### config.mk
export PLATFORM = sky130hd
export DESIGN_NAME = lifdl_lane
export DESIGN_NICKNAME = d
export VERILOG_FILES = /design/src/design/lif_dense_layer_step_assert.svh /design/src/design/lifdl_pkg.sv /design/src/design/lifdl_ram.sv /design/src/design/lifdl_lane.sv
export SDC_FILE = /design/constraint.sdc
export NUM_CORES = 2
export LEC_CHECK = 0
export BUFFER_PORTS_ARGS = -buffer_cell sky130_fd_sc_hd__buf_2
export CAP_MARGIN = 20
export CORE_MARGIN = 10
export CORE_UTILIZATION = 40
export CTS_CLUSTER_SIZE = 25
export DETAILED_ROUTE_END_ITERATION = 7
export MAX_ROUTING_LAYER = met4
export PLACE_DENSITY = 0.65
export SETUP_SLACK_MARGIN = 0.05
export SLEW_MARGIN = 40
export SYNTH_ARGS = -nofsm -noshare
export SYNTH_HDL_FRONTEND = slang
export SYNTH_HIERARCHICAL = 1
export SYNTH_SLANG_ARGS = --single-unit
### constraint.sdc
create_clock -name clk -period 8.04 [get_ports clk]
set_input_delay 1.206 -clock clk [delete_from_list [all_inputs] [get_ports clk]]
set_output_delay 1.206 -clock clk [all_outputs]
set_load 0.02 [all_outputs]
### src/design/lif_dense_layer_step_assert.svh
// ============================================================================
// lif_dense_layer_step_assert.svh
// Assertion macros of the leaky integrate-and-fire layer, used by the sequencer.
// ============================================================================
`ifndef LIF_DENSE_LAYER_STEP_ASSERT_SVH
`define LIF_DENSE_LAYER_STEP_ASSERT_SVH

`ifndef SYNTHESIS
// Clocked check that is switched off while reset is asserted.
`define LIFDL_ASSERT(lbl, prop) \
    lbl: assert property (@(posedge clk) disable iff (!rst_n) prop) \
        else $error("lifdl assertion failed");
// Clocked check that also holds while reset is asserted.
`define LIFDL_ASSERT_ALWAYS(lbl, prop) \
    lbl: assert property (@(posedge clk) prop) \
        else $error("lifdl assertion failed");
`else
`define LIFDL_ASSERT(lbl, prop)
`define LIFDL_ASSERT_ALWAYS(lbl, prop)
`endif

`endif

### src/design/lifdl_pkg.sv
// ============================================================================
// lifdl_pkg
// Shared sizes, codes, word types and saturation helper of the LIF layer.
// ============================================================================
package lifdl_pkg;

    // Layer shape.
    localparam int NUM_INPUTS   = 16;
    localparam int NUM_NEURONS  = 16;
    localparam int WEIGHT_DEPTH = NUM_INPUTS * NUM_NEURONS;

    // Only the first 16 inputs can spike; only the first 16 neurons show.
    localparam int SPIKE_ROWS   = (NUM_INPUTS < 16) ? NUM_INPUTS : 16;
    localparam int SHOWN_LANES  = (NUM_NEURONS < 16) ? NUM_NEURONS : 16;

    // Weight row address width inside one neuron lane.
    localparam int ROW_W = (NUM_INPUTS > 1) ? $clog2(NUM_INPUTS) : 1;

    // Q16.16 constants.
    localparam logic signed [31:0] Q_MINUS_ONE = -32'sd65536;

    // Request codes.
    localparam logic [1:0] REQ_WEIGHT_WR = 2'd0;
    localparam logic [1:0] REQ_MEM_LOAD  = 2'd1;
    localparam logic [1:0] REQ_STEP      = 2'd2;
    localparam logic [1:0] REQ_MEM_READ  = 2'd3;

    // Configuration register indexes.
    localparam logic [1:0] REG_FIRE_THRESHOLD = 2'd0;
    localparam logic [1:0] REG_LEAK_FACTOR    = 2'd1;
    localparam logic [1:0] REG_RESET_LEVEL    = 2'd2;
    localparam logic [1:0] REG_HARD_MODE      = 2'd3;

    typedef struct packed {
        logic [1:0]         req_type;
        logic [7:0]         entry_index;
        logic signed [31:0] data_value;
        logic [15:0]        in_spikes;
    } req_word_t;

    typedef struct packed {
        logic [15:0]        out_spikes;
        logic signed [31:0] membrane_value;
    } rsp_word_t;

    // Per-cycle commands from the sequencer to every neuron lane.
    typedef struct packed {
        logic             mul;
        logic             norm;
        logic             add;
        logic             spike;
        logic             fire;
        logic [ROW_W-1:0] rd_addr;
    } lane_ctl_t;

    // Result register load request.
    typedef struct packed {
        logic load;
        logic step;
    } rsp_ctl_t;

    // Saturate a 34-bit signed value to 32 bits.
    function automatic logic signed [31:0] sat34(input logic signed [33:0] v);
        if (v[33:31] == 3'b000 || v[33:31] == 3'b111)
            return v[31:0];
        else if (v[33])
            return 32'sh8000_0000;
        else
            return 32'sh7fff_ffff;
    endfunction

endpackage

### src/design/lifdl_ram.sv
// ============================================================================
// lifdl_ram
// Generic single-write, single-read memory with a registered read port.
// ============================================================================
module lifdl_ram #(
    parameter int WIDTH = 32,
    parameter int DEPTH = 16,
    parameter int ADDR_W = (DEPTH > 1) ? $clog2(DEPTH) : 1
) (
    input  logic              clk,
    input  logic              we,
    input  logic [ADDR_W-1:0] waddr,
    input  logic [WIDTH-1:0]  wdata,
    input  logic [ADDR_W-1:0] raddr,
    output logic [WIDTH-1:0]  rdata
);

    logic [WIDTH-1:0] mem [DEPTH];
    logic [WIDTH-1:0] rdata_reg;

    // Write port and registered read port.
    always_ff @(posedge clk)
    begin
        if (we)
        begin
            mem[waddr] <= wdata;
        end
        rdata_reg <= mem[raddr];
    end

    assign rdata = rdata_reg;

endmodule

### src/design/lifdl_lane.sv
// ============================================================================
// lifdl_lane
// One neuron lane: its weight column, membrane register, leak, integrate and fire.
// ============================================================================
module lifdl_lane
    import lifdl_pkg::*;
(
    input  logic               clk,
    input  logic               rst_n,
    input  lane_ctl_t          ctl,
    input  logic               load_en,
    input  logic signed [31:0] load_value,
    input  logic               weight_we,
    input  logic [ROW_W-1:0]   weight_row,
    input  logic signed [31:0] weight_data,
    input  logic [16:0]        leak,
    input  logic signed [31:0] threshold,
    input  logic signed [31:0] reset_eff,
    input  logic               hard_mode,
    output logic signed [31:0] mem_value,
    output logic               fired
);

    logic signed [31:0] mem_reg, mem_next;
    logic signed [49:0] prod_reg, prod_next;
    logic signed [31:0] acc_reg, acc_next;
    logic signed [31:0] weight;
    logic signed [17:0] leak_s;
    logic signed [49:0] prod_shift;
    logic signed [32:0] sum;
    logic signed [32:0] diff;
    logic               at_threshold;

    // Weights of this neuron, one word per input row.
    lifdl_ram #(
        .WIDTH (32),
        .DEPTH (NUM_INPUTS)
    ) u_weights (
        .clk   (clk),
        .we    (weight_we),
        .waddr (weight_row),
        .wdata (weight_data),
        .raddr (ctl.rd_addr),
        .rdata (weight)
    );

    // Leak product, integration and fire decision.
    always_comb
    begin
        leak_s       = {1'b0, leak};
        prod_next    = mem_reg * leak_s;
        prod_shift   = prod_reg >>> 16;
        sum          = {acc_reg[31], acc_reg} + {weight[31], weight};
        diff         = {acc_reg[31], acc_reg} - {reset_eff[31], reset_eff};
        at_threshold = (acc_reg >= threshold);

        acc_next = acc_reg;
        if (ctl.norm)
        begin
            acc_next = sat34(prod_shift[33:0]);
        end
        else if (ctl.add && ctl.spike)
        begin
            acc_next = sat34(34'(sum));
        end

        mem_next = mem_reg;
        if (load_en)
        begin
            mem_next = load_value;
        end
        else if (ctl.fire)
        begin
            if (!at_threshold)
                mem_next = acc_reg;
            else if (hard_mode)
                mem_next = reset_eff;
            else
                mem_next = sat34(34'(diff));
        end
    end

    // Membrane potential.
    always_ff @(posedge clk or negedge rst_n)
    begin
        if (!rst_n)
        begin
            mem_reg <= '0;
        end
        else
        begin
            mem_reg <= mem_next;
        end
    end

    // Working registers of the timestep.
    always_ff @(posedge clk)
    begin
        if (ctl.mul)
        begin
            prod_reg <= prod_next;
        end
        acc_reg <= acc_next;
    end

    assign mem_value = mem_reg;
    assign fired     = at_threshold;

endmodule

# == Word-level counts from Yosys, hierarchy flattened ==
# Memories as Yosys holds them, arrays and structs flattened. A register that Yosys moved wholly into a read port is not among the register bits.
# Cells that the tools add are included.
# op_classes
n_mul,1
order_cmp,1
muxes,14
eq_ne,3
n_addsub,2
n_reduce_logical,9
# op_table
op,count
32-bit 2-to-1 mux,12
32-bit by 18-bit multiplier with 50-bit output,1
32-bit by 32-bit adder with 33-bit output,1
32-bit by 32-bit subtractor with 33-bit output,1
32-bit greater-or-equal comparator,1
3-bit equality test (second input constant),3
3-bit zero test,3
2-bit nonzero test,2
1-bit logical OR,3
1-bit 2-to-1 mux,2
1-bit logical AND,1
# totals
in_bits,163
mem_count,1
ramBits,512
wordCells,34
regBits,114
out_inout_bits,33
# memory_table
memory,depth,word_bits,rd,rd_ports_with_merged_regs,write_ports,line,text
u_weights.mem,16,32,1,1,1,lifdl_ram.sv:18,logic [WIDTH-1:0] mem [DEPTH];

# == Longest topological paths before layout ==
# depth
depth_word,8
mapped_depth,25
mapped_depth_nobuf,24

# == Hierarchy ==
# Netlist, hierarchy kept.
# by_module_without_submodules
mod,cells_per_inst,seq_area_each_um2,area_each_um2,n_inst
lifdl_lane,3073,2782.7,27445.1,1
lifdl_ram,838,16015.4,19854.0,1

# == Least setup slack after synthesis ==
# OpenSTA, ideal clock, no wires.
# synth_timing
path_type,input to register
startpoint,in leak[9]
endpoint,reg prod_reg[49] (data pin)
n_path_buf,1
arrival_time_ns,6.834
required_ns,7.780
slack_ns,0.946
setup_ns,0.260
stages,23
path_cell_list,clkbuf_1 -> nand2_1 -> fa_1 -> inv_1 -> fa_1 -> inv_1 -> fa_1 -> inv_1 -> fa_1 -> fa_1 -> inv_1 -> fa_1 -> inv_1 -> ha_1 -> and3_1 -> or3b_1 -> a211oi_1 -> or3_1 -> nand4_1 -> a31oi_1 -> a21o_1 -> a21oi_1 -> xnor2_1
# synth_via
elab_chain_len,1
# synth_lines
item,line,text
"start, declared",lifdl_lane.sv:16,"input logic [16:0] leak,"
32-bit by 18-bit multiplier with 50-bit output,lifdl_lane.sv:51,prod_next = mem_reg * leak_s;
via prod_next[49],lifdl_lane.sv:25,"logic signed [49:0] prod_reg, prod_next;"
"end signal, assigned",lifdl_lane.sv:101,prod_reg <= prod_next;
"end, declared",lifdl_lane.sv:25,
# The timed path passes the listed nets, and every way through them passes these cells.
# A chain may end at the register's enable or synchronous reset.

# == Final worst setup path ==
# layout_timing
startpoint,in leak[8]
endpoint,reg prod_reg[44] (data pin)
# The elaborated chain is that of the path after synthesis.

==> flow_metrics.env <==
export IMPL_port_buffers=195
export IMPL_fmax_ghz=0.139
export IMPL_grt_max_degree=68
export IMPL_synth_cells=3911
export IMPL_synthFlopType="edfxtp_1"
export IMPL_yosys_warnings=6
export IMPL_dpl_hpwl_mm=92.7
export IMPL_drtIter0Drc=2142
export IMPL_synth_seq_cells=642
export IMPL_setup_violations_final=0
export IMPL_num_vias=30729
export IMPL_syn_area_sq_um=47300
export IMPL_min_path_type="in -> async"
export IMPL_numCtsBuffers=66
export IMPL_path_buf_inv=7
export IMPL_rows=126
export IMPL_postCtsSetupBuffers=0
export IMPL_finalCritPeriodShare_pct=89.7
export IMPL_synth_edff_count=578
export IMPL_max_clock_path_buffers=3
export IMPL_synthXorXnorAreaFrac_pct=1.63
export IMPL_nets=4978
export IMPL_synthArstFlopShare_pct=4.98
export IMPL_worst_skew_pair_late_latency_ns=0.63
export IMPL_crit_slowest_cell="fa_1"
export IMPL_ios=196
export IMPL_slew_viol_final=0
export IMPL_drt_first_pass_iters=5
export IMPL_rsz0062_at_grt="no"
export IMPL_cts_max_level=3
export IMPL_post_route_min_period_ns=7.21
export IMPL_endpoint_kind="flop"
export IMPL_core_area_sq_um=118000
export IMPL_max_cap_viol_count=0
export IMPL_synthAdderAreaFrac_pct=27.8
export IMPL_place_gp_congestion=0.915
export IMPL_largest_reg_flops=512
export IMPL_syn_num_nets=4806
export IMPL_start_util_pct=40.2
export IMPL_critPathMaxFanout=17
export IMPL_worst_clock_skew_ns=0.0424
export IMPL_grt_usage_pct=20.1
export IMPL_wl_mm=128
export IMPL_syn_to_final_growth_pct=10.9
export IMPL_yosys_area_share_simple_pct=9.98
export IMPL_synth_compound_area_share_pct=7.84
export IMPL_ctsHoldBuffers=0
export IMPL_avgSynthCellArea_sq_um=12.1
export IMPL_crit_type="in -> reg"
export IMPL_status="complete, no violations"
export IMPL_final_hold_viol_count=0
export IMPL_dieArea_sq_um=132000
export IMPL_crit_path_start_kind="input pin"
export IMPL_crit_family="adder cells"
export IMPL_post_cts_resized=0
export IMPL_synth_mux_area_share_pct=6.14
export IMPL_vias_per_cell=5.41
export IMPL_grt_ovfl_total=0
export IMPL_cpPeakStageDelay_ns=0.52
export IMPL_antenna_found_initial=17
export IMPL_fp_dieW_microns=364
export IMPL_fin_setup_tns_ns=0
export IMPL_drc=0
export IMPL_arrival_ns=7.58
export IMPL_clkTransAtPathRegs_ns=0.06
export IMPL_ys_seq_area_share_pct=39.7
export IMPL_antenna_left=0
export IMPL_clock_root_buffer="clkbuf_16"
export IMPL_drive_gt1_share_pct=14.2
export IMPL_critPathRequiredTime_ns=8.41
export IMPL_grt_pass1_vias=32882
export IMPL_fp_dieH_microns=364
export IMPL_cts_sinks=642
export IMPL_slew_headroom_pct=40.7
export IMPL_cpMostUsedCell="fa_1"
export IMPL_grt_first_pass_wirelength_mm=198
export IMPL_r2r_slack_ns=0.88
export IMPL_wire_per_inst_microns=22.5
export IMPL_synth_top_family_by_area="adder cells"
export IMPL_yosysUniqueCellTypes=87
export IMPL_worstMarginPinSlew_ns=0.890
export IMPL_cts_tree="yes"
placed cells by master (no fill, tap or decap), types with 65 or more instances in the layout:
| cell type | netlist | layout |
|---|---|---|
| buf_4 | 12 | 83 |
| nand2_1 | 365 | 364 |
| mux4_2 | 128 | 128 |
| a21o_1 | 65 | 65 |
| and2_1 | 319 | 318 |
| fa_1 | 521 | 521 |
| a22oi_1 | 79 | 79 |
| edfxtp_1 | 578 | 578 |
| ha_1 | 211 | 211 |
| inv_1 | 662 | 662 |
| a21oi_1 | 128 | 128 |
| buf_2 | 8 | 191 |
| clkbuf_16 | 0 | 67 |
routing by layer:
metal	part of all wire [%]	routed length (microns)	up-vias	GRT usage, %
li1	-	-	13476	-
met1	38	49100	15860	23.9
met2	51	65100	1089	34.1
met3	6.3	8010	304	3.21
met4	4.4	5650	0	7.88
met5	0	0	-	-
stage by stage:
stage / hold slack (ns) / cell area [sq um] / setup WS, ns / cells / util (%)
after CTS: 0.597 / 52400 / 0.876 / 5672 / 44.5
after floorplan: 0.540 / 47300 / 0.946 / 3911 / -
after global routing: 0.562 / 52400 / 0.515 / 5682 / 44.5
after detailed placement: 0.579 / 50300 / 0.235 / 5551 / 42.7
after global placement: 0.580 / 50300 / 0.228 / 5551 / 42.7
final: 0.562 / 52500 / 0.827 / 5683 / 44.5
logic make-up after synthesis:
logic type	after synthesis
AOI/OAI and AO/OA	543
adders and majority gates	740
DFF	642
xor gates and xnor gates	88
buffers and inverters	839
muxes	130
and+or+nand+nor	929
synthesized netlist by cell type, types with 5 or more instances:
master | n | area (sq um)
o21bai_1 | 8 | 60.1
a21o_1 | 65 | 488
a22oi_1 | 79 | 593
o21ai_1 | 19 | 95.1
dfxtp_1 | 32 | 641
a21oi_2 | 31 | 272
o211ai_1 | 27 | 203
xnor2_1 | 59 | 517
a311oi_1 | 5 | 43.8
o21a_1 | 14 | 105
nand3_1 | 24 | 120
buf_4 | 12 | 90.1
mux4_2 | 128 | 2880
a211oi_1 | 13 | 97.6
a31oi_1 | 37 | 231
dfrtp_1 | 32 | 801
xor2_1 | 29 | 254
a221o_1 | 5 | 50.1
edfxtp_1 | 578 | 17400
nand2b_1 | 15 | 93.8
a21oi_1 | 128 | 641
ha_1 | 211 | 2640
o21ai_0 | 60 | 300
nor3_1 | 18 | 90.1
and2_1 | 319 | 2000
nor2b_1 | 48 | 300
nand4_1 | 17 | 106
clkbuf_1 | 139 | 522
or2_2 | 7 | 43.8
nand2_1 | 365 | 1370
buf_2 | 8 | 40.0
nor2_1 | 74 | 278
maj3_1 | 6 | 60.1
a211o_1 | 7 | 61.3
inv_1 | 662 | 2480
buf_6 | 6 | 67.6
o22ai_1 | 5 | 31.3
nand3b_1 | 5 | 37.5
fa_1 | 521 | 10400
buf_1 | 12 | 45.0
and3_1 | 13 | 81.3
path summary, 6_finish.rpt:
check,from,to,depth (start not counted)
min in group clk,prod_reg[20],acc_reg[4],2
min reg2reg,prod_reg[20],acc_reg[4],2
max reg2reg,mem_value[11],prod_reg[49],23
max in group asynchronous,rst_n,mem_value[26],1
max,leak[8],prod_reg[44],25
min,rst_n,mem_value[10],1
final cells by class:
| type | instances | area [sq um] |
|---|---|---|
| diodes | 11 | 27.5 |
| flip-flops and latches | 642 | 18800 |
| fillers | 10674 | 65300 |
| well taps | 1536 | 1920 |
| inverters | 662 | 2480 |
| clock inverters | 28 | 327 |
| clock buffers | 93 | 1810 |
| multi-input cells | 2430 | 25400 |
| repair buffers | 281 | 1680 |
Power is not shown: default switching activity piles up to over one toggle a cycle in this logic, so the estimate is an artifact.
