<file path="src/design/lif_dense_layer_step_assert.svh">
// ============================================================================
// lif_dense_layer_step_assert.svh
// Assertion macros of the leaky integrate-and-fire layer, used by the sequencer.
// ============================================================================
`ifndef LIF_DENSE_LAYER_STEP_ASSERT_SVH
`define LIF_DENSE_LAYER_STEP_ASSERT_SVH

`ifndef SYNTHESIS
// Clocked check that is switched off while reset is asserted.
`define LIFDL_ASSERT(lbl, prop) \
    lbl: assert property (@(posedge clk) disable iff (!rst_n) prop) \
        else $error("lifdl assertion failed");
// Clocked check that also holds while reset is asserted.
`define LIFDL_ASSERT_ALWAYS(lbl, prop) \
    lbl: assert property (@(posedge clk) prop) \
        else $error("lifdl assertion failed");
`else
`define LIFDL_ASSERT(lbl, prop)
`define LIFDL_ASSERT_ALWAYS(lbl, prop)
`endif

`endif

</file>
<file path="src/design/lifdl_pkg.sv">
// ============================================================================
// lifdl_pkg
// Shared sizes, codes, word types and saturation helper of the LIF layer.
// ============================================================================
package lifdl_pkg;

    // Layer shape.
    localparam int NUM_INPUTS   = 16;
    localparam int NUM_NEURONS  = 16;
    localparam int WEIGHT_DEPTH = NUM_INPUTS * NUM_NEURONS;

    // Only the first 16 inputs can spike; only the first 16 neurons show.
    localparam int SPIKE_ROWS   = (NUM_INPUTS < 16) ? NUM_INPUTS : 16;
    localparam int SHOWN_LANES  = (NUM_NEURONS < 16) ? NUM_NEURONS : 16;

    // Weight row address width inside one neuron lane.
    localparam int ROW_W = (NUM_INPUTS > 1) ? $clog2(NUM_INPUTS) : 1;

    // Q16.16 constants.
    localparam logic signed [31:0] Q_MINUS_ONE = -32'sd65536;

    // Request codes.
    localparam logic [1:0] REQ_WEIGHT_WR = 2'd0;
    localparam logic [1:0] REQ_MEM_LOAD  = 2'd1;
    localparam logic [1:0] REQ_STEP      = 2'd2;
    localparam logic [1:0] REQ_MEM_READ  = 2'd3;

    // Configuration register indexes.
    localparam logic [1:0] REG_FIRE_THRESHOLD = 2'd0;
    localparam logic [1:0] REG_LEAK_FACTOR    = 2'd1;
    localparam logic [1:0] REG_RESET_LEVEL    = 2'd2;
    localparam logic [1:0] REG_HARD_MODE      = 2'd3;

    typedef struct packed {
        logic [1:0]         req_type;
        logic [7:0]         entry_index;
        logic signed [31:0] data_value;
        logic [15:0]        in_spikes;
    } req_word_t;

    typedef struct packed {
        logic [15:0]        out_spikes;
        logic signed [31:0] membrane_value;
    } rsp_word_t;

    // Per-cycle commands from the sequencer to every neuron lane.
    typedef struct packed {
        logic             mul;
        logic             norm;
        logic             add;
        logic             spike;
        logic             fire;
        logic [ROW_W-1:0] rd_addr;
    } lane_ctl_t;

    // Result register load request.
    typedef struct packed {
        logic load;
        logic step;
    } rsp_ctl_t;

    // Saturate a 34-bit signed value to 32 bits.
    function automatic logic signed [31:0] sat34(input logic signed [33:0] v);
        if (v[33:31] == 3'b000 || v[33:31] == 3'b111)
            return v[31:0];
        else if (v[33])
            return 32'sh8000_0000;
        else
            return 32'sh7fff_ffff;
    endfunction

endpackage

</file>
<file path="src/design/lifdl_ctrl.sv">
// ============================================================================
// lifdl_ctrl
// Request sequencer: handshakes, timestep schedule and result register flag.
// ============================================================================
`include "lif_dense_layer_step_assert.svh"

module lifdl_ctrl
    import lifdl_pkg::*;
(
    input  logic        clk,
    input  logic        rst_n,
    input  logic        req_valid,
    input  logic [1:0]  req_type,
    input  logic [15:0] in_spikes,
    input  logic        rsp_ready,
    output logic        req_ready,
    output logic        rsp_valid,
    output lane_ctl_t   lane_ctl,
    output rsp_ctl_t    rsp_ctl
);

    typedef enum logic [2:0] {
        S_IDLE,
        S_MUL,
        S_NORM,
        S_ACC,
        S_FIRE
    } state_t;

    localparam logic [ROW_W-1:0] LAST_ROW = ROW_W'(SPIKE_ROWS - 1);

    state_t                  state_reg, state_next;
    logic [ROW_W-1:0]        row_reg, row_next;
    logic [SPIKE_ROWS-1:0]   spikes_reg, spikes_next;
    logic                    rsp_valid_reg, rsp_valid_next;
    logic                    out_free;
    logic                    is_step;
    logic                    accept;

    // Next-state and command decode.
    always_comb
    begin
        out_free  = !rsp_valid_reg || rsp_ready;
        is_step   = (req_type == REQ_STEP);
        req_ready = (state_reg == S_IDLE) && (out_free || is_step);
        accept    = req_valid && req_ready;

        lane_ctl    = '0;
        rsp_ctl     = '0;
        state_next  = state_reg;
        row_next    = row_reg;
        spikes_next = spikes_reg;

        case (state_reg)
            S_IDLE:
            begin
                if (accept)
                begin
                    if (is_step)
                    begin
                        state_next  = S_MUL;
                        row_next    = '0;
                        spikes_next = in_spikes[SPIKE_ROWS-1:0];
                    end
                    else
                    begin
                        rsp_ctl.load = 1'b1;
                    end
                end
            end
            S_MUL:
            begin
                lane_ctl.mul = 1'b1;
                state_next   = S_NORM;
            end
            S_NORM:
            begin
                lane_ctl.norm    = 1'b1;
                lane_ctl.rd_addr = '0;
                state_next       = S_ACC;
            end
            S_ACC:
            begin
                lane_ctl.add   = 1'b1;
                lane_ctl.spike = spikes_reg[0];
                spikes_next    = spikes_reg >> 1;
                if (row_reg == LAST_ROW)
                begin
                    state_next = S_FIRE;
                end
                else
                begin
                    row_next         = row_reg + 1'b1;
                    lane_ctl.rd_addr = row_reg + 1'b1;
                end
            end
            S_FIRE:
            begin
                if (out_free)
                begin
                    lane_ctl.fire = 1'b1;
                    rsp_ctl.load  = 1'b1;
                    rsp_ctl.step  = 1'b1;
                    state_next    = S_IDLE;
                end
            end
            default:
            begin
                state_next = S_IDLE;
            end
        endcase

        if (rsp_ctl.load)
            rsp_valid_next = 1'b1;
        else if (rsp_ready)
            rsp_valid_next = 1'b0;
        else
            rsp_valid_next = rsp_valid_reg;
    end

    // State and registered outputs.
    always_ff @(posedge clk or negedge rst_n)
    begin
        if (!rst_n)
        begin
            state_reg     <= S_IDLE;
            row_reg       <= '0;
            spikes_reg    <= '0;
            rsp_valid_reg <= 1'b0;
        end
        else
        begin
            state_reg     <= state_next;
            row_reg       <= row_next;
            spikes_reg    <= spikes_next;
            rsp_valid_reg <= rsp_valid_next;
        end
    end

    assign rsp_valid = rsp_valid_reg;

    // A waiting result is never overwritten.
    `LIFDL_ASSERT(a_no_overwrite, (rsp_valid_reg && !rsp_ready) |-> !rsp_ctl.load)
    // The leak product is always followed by its normalization.
    `LIFDL_ASSERT(a_mul_then_norm, lane_ctl.mul |=> lane_ctl.norm)
    // Lanes fire only after the last row was added or while the result waited.
    `LIFDL_ASSERT(a_fire_order, lane_ctl.fire |-> ($past(lane_ctl.add) || $past(state_reg == S_FIRE)))
    // After a timestep the result is shown and the sequencer is free again.
    `LIFDL_ASSERT(a_step_done, lane_ctl.fire |=> (rsp_valid_reg && state_reg == S_IDLE))
    // Reset leaves no result pending and the sequencer idle.
    `LIFDL_ASSERT_ALWAYS(a_reset_quiet, !rst_n |=> (!rsp_valid_reg && state_reg == S_IDLE))

endmodule
</file>
<file path="config.mk">
export PLATFORM = sky130hd
export DESIGN_NAME = lifdl_ctrl
export DESIGN_NICKNAME = d
export VERILOG_FILES = /design/src/design/lifdl_pkg.sv /design/src/design/lifdl_ctrl.sv
export VERILOG_INCLUDE_DIRS = /design/src /design/src/design
export SDC_FILE = /design/constraint.sdc
export NUM_CORES = 1
export LEC_CHECK = 0
export BUFFER_PORTS_ARGS = -buffer_cell sky130_fd_sc_hd__buf_4
export CORE_ASPECT_RATIO = 0.9
export CORE_MARGIN = 5
export CORE_UTILIZATION = 30
export CTS_BUF_LIST = sky130_fd_sc_hd__clkbuf_4
export DETAILED_ROUTE_END_ITERATION = 12
export GPL_ROUTABILITY_DRIVEN = 0
export HOLD_SLACK_MARGIN = 0.08
export PLACE_DENSITY = 0.51
export SLEW_MARGIN = 10
export SYNTH_ARGS = -nofsm -noshare
export SYNTH_HDL_FRONTEND = slang
export SYNTH_SLANG_ARGS = --single-unit
</file>
<file path="constraint.sdc">
create_clock -name clk -period 4.5 [get_ports clk]
set_input_delay 0.225 -clock clk [delete_from_list [all_inputs] [get_ports clk]]
set_output_delay 0.225 -clock clk [all_outputs]
set_load 0.02 [all_outputs]
</file>
Word level (Yosys, flattened, before mapping)
Index checks and enable logic that the tools add are counted.

Bits in read-only memories: 0. Memory bits (writable): 0. Bits in registers: 24. Latch bits: 0. Input port bits: 22. Memories kept: 0. Output and inout port bits: 13.

Reduce and logical (&&, ||, !) cells: 11. Multiplexer cells: 26. Divide/modulo/power cells: 0. $mul: 0. Shifts and indexed selects: 0. Equality and inequality tests: 11. Order comparisons: 0. $add $sub $neg: 1. Bitwise logic cells: 0.

Operator list (count): $mux W16 (2); $pmux W16 S2 (1); $mux W4 (5); $pmux W3 S5 (1); $mux W3 (4); $ne A2 B2 Y1 const B (5); $mux W1 (9); $pmux W4 S2 (1); $reduce_and A4 Y1 (2); $eq A3 B2 Y1 const B (2); $add A4 B1 Y4 const B (1); $eq A4 B4 Y1 const B (1); $mux W2 (2); $reduce_bool A2 Y1 (2); $eq A3 B1 Y1 const B (1); $eq A3 B3 Y1 const B (1); $logic_not A3 Y1 (1); $reduce_and A3 Y1 (1); $eq A2 B2 Y1 const B (1); $logic_and A1 B1 Y1 (2); $logic_or A1 B1 Y1 (2); $pmux W1 S2 (1); $logic_not A1 Y1 (1).

Longest topological paths before layout
Gate-level depths: netlist of run 1.

Depth after elaboration: 8. Mapped depth: 6. Gate-level depth less buffers: 4.

Least setup slack after synthesis of run 1
No wires, ideal clock.

Kind: register -> register. From: register state_reg[0]. To: register spikes_reg[10]. Stages on the path, launching flop included: 6. Clock period less this slack: 1770 ps. Slack: 2730 ps. Arrival: 1645 ps. Data required time: 4375 ps. Buffers on the path: 2. Path through: dfrtp_1 -> or3_1 -> buf_6 -> o21ai_4 -> buf_12 -> mux2_4.

Cells in the longest elaborated chain, start to end: 5. Elaborated cells on any way between the ends: 9. Those cells by class: eq/ne (3); mux (1); reduce/logical (5).

RTL lines: start, declared (RTL line lifdl_ctrl.sv:32) `state_t state_reg, state_next;`; start signal, assigned (RTL line lifdl_ctrl.sv:133) `state_reg <= state_next;`; $logic_not A3 Y1 (RTL line lifdl_ctrl.sv:45, lifdl_ctrl.sv:54); $logic_and A1 B1 Y1 (RTL line lifdl_ctrl.sv:45) `req_ready = (state_reg == S_IDLE) && (out_free || is_step);`; $logic_and A1 B1 Y1 (RTL line lifdl_ctrl.sv:46) `accept = req_valid && req_ready;`; $ne A2 B2 Y1 (no line); $reduce_and A3 Y1 (no line); end signal, assigned (RTL line lifdl_ctrl.sv:135) `spikes_reg <= spikes_next;`; end, declared (RTL line lifdl_ctrl.sv:34) `logic [SPIKE_ROWS-1:0] spikes_reg, spikes_next;`.

Several ways; a longest one is shown, not always the timed one. A chain may end at the register's enable or synchronous reset.

==> metrics, run 1 <==
Highest Clock Rate between 0.4 and 0.5 GHz; reg2reg setup slack around 2400 ps; R2R Path End spikes_reg[3]; Synth Register Bits 24; core area around 4200 µm²; WL met3 between 100 and 150 µm; Ports 35; WHS Endpoint spikes_reg[15]; detailed-route via count 900; Rel. slew slack 57.8%; Final HPWL DP between 1500 and 2000 µm; Synth Area in Simple Gates 10.2%; max-cap viol count 0; Synth Area in Compound Gates under 10%; RSZ-0062 raised after global routing no; mux cell area share after synthesis 28.5%; met1 WL roughly 1200 µm; wirelength, routed ~2700 µm; Vias/cell 4.46; FP Rows 22; initial antenna violation count 0; Die Wd 79.9 µm; first-pass GRT wire length roughly 4600 µm; area share of the largest cell type after synthesis 45.5%; Peak VDD IR ~0.22 mV; worst-case clock buffer depth 2; Worst EP arrival about 2200 ps; XOR/XNOR share of the synthesized area between 1 and 1.5%; static leakage power about 0.76 nW; all-layer global routing usage around 10%; Yosys cell types 29; Seq pwr share roughly a third; synthesized area between 1000 and 1500 µm²; Internal Power approximately 0.76 mW; CTS tree done; fin cells approximately 200; Worst Path Buf+Inv 2; sequential area share after synthesis roughly 46%; Iter 0 DRT Violations between 40 and 50; Crit Path Max Fanout 18; number of instances in the placed design just under 200; area leader, netlist dfrtp_1; diode count 0; total negative slack 0 ps; CP Capture Type primary output; number of port buffers 34; Post-synth EDFFs 0; count leader, synth dfrtp_1; H-tree levels 1; CTS buffer count 3; CTS clk-pin slew, worst paths 140 ps; nets roughly 170; Sw Share between 30% and 40%; Synth Instances 110; fin util between 30% and 40%; clock insertion delay at the later pin of the skew report 320 ps; cell mode on critical path buf_4; Finished Cell Area 1650 µm²; synth warn 0; hold path start in_spikes[15]; Final Hold Viols 0; Power Density 716 nW/µm²; Initial Util 31.7%; final worst path period share 54.2%; CTS Root Cell clkbuf_4; Crit-path slowest cell dfrtp_1; Slew @ Worst Pin about 630 ps; drt drc 0; leading cell types by total area after synthesis dfrtp_1 (46%), mux2_2 (17%), mux2_4 (9.1%); top layer in use met4; worst r2r src state_reg[2]; crit path cell chain nand3b_1 > buf_4 > nand2b_1 > nor2_1 > buf_4; Final ANT Viol Nets 0; Clock Skews 11.8 ps; run status complete, no violations; Synth-to-Final Area Change 25.4%; share of cells above drive strength 1 ~48%; clk sinks 24; reg2reg path depth 4; vias in the first global route between 900 and 1k; Post-Syn Nets 133; Cell Area, Placed ~1600 µm²; largest family of logic cells by synthesized area multiplexers; Startpoint Class register; Die Y approximately 73 µm; Setup CP Type reg -> out; Routed met2 length between 1000 and 1500 µm; async set or reset register ratio after synthesis 100%; Clock Power Share between 10% and 20%; synth cell count leaders dfrtp_1 (24), mux2_2 (20), nor2_1 (9); Adder-Cell Fraction of Synth Area less than 1%; area of the die 5820 µm²; Req. time, crit path ~4300 ps; CP max stage delay 470 ps; Combinational Power Share between 50 and 60%; Mean Syn Cell Area ~12 µm²; family with the most delay on the worst path simple AND/OR/NAND/NOR gates; max FFs per register 16; Max Slew Vio Count 0; top_reg_cell synth dfrtp_1; worst hold path cell count 3; pin count of the biggest net entering global routing 25; CTS resizes 0; crit path time final ~2400 ps; total power roughly 1.2 mW; setup violators final 0; Min-Delay Path Class in -> reg; Sw Pwr 0.428 mW; Overflow after GRT 0; DR pass1 iterations 4; WL/cell ~13 µm
tightest hold or removal path: stages:
cell	delay [ps]
buf_4	110
nand2_1	40
mux2i_1	60
layout by cell type, fill, tap and decap left out, types with 2 or more instances in the layout:
cell / synthesis / routed
nand2b_1: 3 / 3
dfrtp_1: 24 / 24
nor3b_1: 2 / 2
buf_4: 2 / 35
nand3_1: 2 / 2
clkbuf_4: 0 / 3
nor2_1: 9 / 9
mux2i_1: 3 / 3
o221ai_1: 2 / 2
mux2_2: 20 / 20
nor2b_1: 2 / 2
inv_1: 4 / 4
mux2_4: 8 / 8
nand2_1: 3 / 3
o22ai_1: 3 / 3
o21ai_0: 4 / 4
a21oi_1: 2 / 2
o31ai_1: 2 / 2
nand3b_1: 2 / 2
power groups by stage:
| stage | Clock [mW] | Combinational [mW] | Sequential, mW |
|---|---|---|---|
| 2_1_floorplan | 0 | 0.527 | 0.385 |
| 3_3_place_gp | 0 | 0.630 | 0.398 |
| 3_5_place_dp | 0 | 0.642 | 0.403 |
| 4_1_cts | 0.164 | 0.645 | 0.398 |
| 5_1_grt | 0.173 | 0.693 | 0.416 |
| 6_report | 0.158 | 0.629 | 0.398 |
per-stage QoR:
step           hold WS [ps]  worst slack [ps]
4_1_cts                 118              2010
5_1_grt                 130              1840
3_3_place_gp            146              2410
6_report                131              2060
3_5_place_dp            150              2390
2_1_floorplan         -70.6              2730
timing repair:
item                      4_1_cts  5_1_grt
buffers inserted                0        0
hold buffers                    1        0
hold endpoints to repair       24        0
final cells by class:
class                           instances  area, µm²
Tap cell                               60       75.1
Timing Repair Buffer                   36        273
Clock inverter                          1       30.0
Clock buffer                            3       22.5
Multi-Input combinational cell         74        638
Fill cell                             425       2500
Inverter                                4       15.0
Sequential cell                        24        601
cells by family after synthesis:
family | Yosys count
compound gates | 14
xor+xnor | 2
simple gates | 26
fa+ha+maj | 1
flops | 24
mux | 31
buf+inv | 12
metal layers:
| metal | GRT usage, % | vias up |
|---|---|---|
| met5 | 0 | - |
| met1 | 13.2 | 422 |
| li1 | - | 455 |
| met4 | 5.07 | 0 |
| met2 | 15.5 | 18 |
| met3 | 2.10 | 5 |
how the worst max path moves through the flow:
stage / start / end / slack (ps) / cells after the start
5_1_grt: state_reg[2] / lane_ctl[1] / 1840 / 5
6_report: state_reg[2] / lane_ctl[3] / 2060 / 5
3_3_place_gp: state_reg[2] / lane_ctl[3] / 2410 / 5
4_1_cts: state_reg[2] / lane_ctl[1] / 2010 / 5
2_1_floorplan: state_reg[0] / spikes_reg[10] / 2730 / 5
3_5_place_dp: state_reg[2] / lane_ctl[1] / 2390 / 5
Note: power is estimated with default switching activity, not from simulation.
==> run 2: changes to the inputs <==
--- a/config.mk
+++ b/config.mk
@@ -6,6 +6,7 @@
 export SDC_FILE = /design/constraint.sdc
 export NUM_CORES = 1
 export LEC_CHECK = 0
+export ABC_AREA = 1
 export BUFFER_PORTS_ARGS = -buffer_cell sky130_fd_sc_hd__buf_4
 export CORE_ASPECT_RATIO = 0.9
 export CORE_MARGIN = 5
==> constraint.sdc (replaced) <==
create_clock -name clk -period 2.3 [get_ports clk]
set_input_delay 0.115 -clock clk [delete_from_list [all_inputs] [get_ports clk]]
set_output_delay 0.115 -clock clk [all_outputs]
set_load 0.02 [all_outputs]
==> metrics, run 2 <==
crit path time final around 1700 ps; leading cell types by total area after synthesis dfrtp_1 (44%), nand2_1 (27%), nand3_1 (8.1%); detailed-route via count 1,244 (+38%); CP Capture Type primary output; Crit-path slowest cell dfrtp_1; family with the most delay on the worst path simple AND/OR/NAND/NOR gates; Clock Skews 4.11 ps (-7.74 ps); Peak VDD IR 0.471 mV (+120%); WL/cell 10.8 µm (-19%); Initial Util 30.8% (-0.95 points); total negative slack 0 ps (unchanged); Hold Buf Count CTS 4 (+3); Post-CTS Setup Bufs 0 (unchanged); H-tree levels 1 (unchanged); mux cell area share after synthesis 0% (-28 points); count leader, synth nand2_1; Post-Syn Nets 214 (+61%); DR pass1 iterations 4 (unchanged); drt drc 0 (unchanged); worst-case clock buffer depth 2 (unchanged); CTS tree done; Mean Syn Cell Area 7.09 µm² (-41%); CTS buffer count 3 (unchanged); Setup CP Type reg -> out; met2 track demand over resource 18.5% (+3.0 points); Max Slew Vio Count 0 (unchanged); initial antenna violation count 0 (unchanged); Finished Cell Area 1720 µm² (+3.8%); synthesized area 1360 µm² (+2.8%); static leakage power 1.01 nW (+32%); Min-Delay Path Class in -> reg; commonest non-fill, non-tap cell in the layout nand2_1; XOR/XNOR share of the synthesized area 0.646% (-0.68 points); number of port buffers 34 (unchanged); Overflow after GRT 0 (unchanged); CP max stage delay 480 ps (about the same); final worst path period share between 70% and 80%; Rel. slew slack 70.7% (+13 points); run status complete, no violations; Yosys cell types 18 (-38%); FILL cells 491 (+16%); wirelength, routed 3100 µm (+16%); area of the die 5960 µm² (+2.4%); Synth Area in Simple Gates 44.5% (+34 points); Final ANT Viol Nets 0 (unchanged); all-layer global routing usage 11.3% (+1.3 points); area share of the largest cell type after synthesis 44.3% (-1.2 points); Highest Clock Rate 0.605 GHz; GRT busiest layer met2; Post-synth EDFFs 0 (unchanged); grt met1 use 15.2% (+2.0 points); Power Density 1320 nW/µm² (+84%); async set or reset register ratio after synthesis 100% (unchanged); share of cells above drive strength 1 19.6% (-28 points); Worst EP arrival 1540 ps (-670 ps); Post-Place Worst Slack 674 ps (-1710 ps); Req. time, crit path 2180 ps (-2100 ps); Synth Instances 191 (+74%); max FFs per register 16 (unchanged); nets 249 (+50%); crit path cell chain nand2_1 > nor2_1 > nand4_1 > inv_1 > buf_4; max-cap viol count 0 (unchanged); CTS clk-pin slew, worst paths 150 ps (about the same); most frequent cells in the layout nand2_1 (99), buf_4 (35), dfrtp_1 (24); largest family of logic cells by synthesized area simple AND/OR/NAND/NOR gates; Crit Path Max Fanout 6 (-12); area leader, netlist dfrtp_1; Final Hold Viols 0 (unchanged); Die Y 73.8 µm (+1.2%); Final HPWL DP 2140 µm (+7.8%); Startpoint Class register; RSZ-0062 raised after global routing no; Synth Area in Compound Gates 0.739% (-6.7 points); met3 usage 2.94% (+0.84 points); Ports 35 (unchanged); synth warn 0 (unchanged); Synth Register Bits 24 (unchanged); first-pass GRT wire length 5330 µm (+16%); Worst Path Buf+Inv 2 (unchanged); setup violators final 0 (unchanged); clock insertion delay at the later pin of the skew report 320 ps (about the same); synth cell count leaders nand2_1 (99), dfrtp_1 (24), nand3_1 (22); Vias/cell 4.33 (-2.7%); core area 4400 µm² (+5.9%); Adder-Cell Fraction of Synth Area 0.923% (-0.025 points); Iter 0 DRT Violations 55 (+28%); Cell Area, Placed 1620 µm² (+2.0%); Setup WS post-layout 648 ps (-1410 ps); top_reg_cell synth dfrtp_1; Slew @ Worst Pin 437 ps (-194 ps); sequential area share after synthesis 44.3% (-1.2 points); diode count 0 (unchanged); Synth-to-Final Area Change 26.7%; vias in the first global route 1,142 (+19%); CTS resizes 0 (unchanged); clk sinks 24 (unchanged); Die Wd 80.8 µm (+1.2%); FP Rows 23 (+4.5%); pin count of the biggest net entering global routing 25 (unchanged); CTS Root Cell clkbuf_4
## run 2: cell types whose count changed in the layout (fill, tap and decap cells not counted), sizes merged, moves of 3 or more
cell,change
dlygate4sd3,+3
nand3,+21
mux2i,-3
inv,+9
o22ai,-3
nand4,+5
mux2,-28
nand2b,-3
nand2,+99
o21ai,-4
## run 2: routing by layer
layer / vias to the layer above / wire [µm]
met2: 25 / 1440
met1: 553 / 1500
met3: 2 / 144
met5: - / 0
met4: 0 / 13
li1: 664 / -
## run 2: worst paths after layout
| check | startpoint | endpoint | slack [ps] | cells past startpoint |
|---|---|---|---|---|
| max | state_reg[0] | lane_ctl[3] | 650 | 5 |
| min | in_spikes[3] | spikes_reg[3] | 90 | 5 |
| max reg2reg | state_reg[2] | spikes_reg[1] | 690 | 6 |
| min reg2reg | spikes_reg[15] | spikes_reg[15] | 500 | 2 |
| max in group asynchronous | rst_n | row_reg[3] | 1860 | 2 |
| min in group asynchronous | rst_n | spikes_reg[10] | 200 | 2 |
## run 2: cell type report
type | instances | area, µm² | area share, %
Clock inverter | 1 | 30.0 | 1.75
Sequential cell | 24 | 601 | 35.0
Timing Repair Buffer | 39 | 303 | 17.6
Clock buffer | 3 | 22.5 | 1.31
Tap cell | 62 | 77.6 | 4.52
Multi-Input combinational cell | 145 | 634 | 37.0
Inverter | 13 | 48.8 | 2.84
## run 2: where the power goes
group,switching [mW],internal [mW]
Sequential,0.137,0.616
Combinational,0.781,0.416
Clock,0.141,0.176
Total,1.06,1.21
## run 2: worst min-delay path, stage by stage
cell,delay (ps)
buf_4,80
nand2_1,40
nand2_1,50
nand3_1,60
nand2_1,50
## run 2: kinds of logic (layout without fill, tap and decap cells)
logic type / count (synthesis) / in the layout
compound gates: 2 / 2
xor+xnor: 1 / 1
fa+ha+maj: 1 / 1
buf+inv: 22 / 56
flops: 24 / 24
simple gates: 141 / 141
## run 2: stage by stage
stage / util, % / instances / hold WS, ps / power (mW)
final: 39.0 / 287 / 92.3 / 2.27
after global routing: 39.0 / 287 / 83.7 / 2.50
after CTS: 39.0 / 287 / 81.7 / 2.31
after detailed placement: 36.9 / 279 / 36.7 / 1.98
after global placement: 36.9 / 279 / 41.7 / 1.98
after floorplan: - / 191 / -181 / 1.70
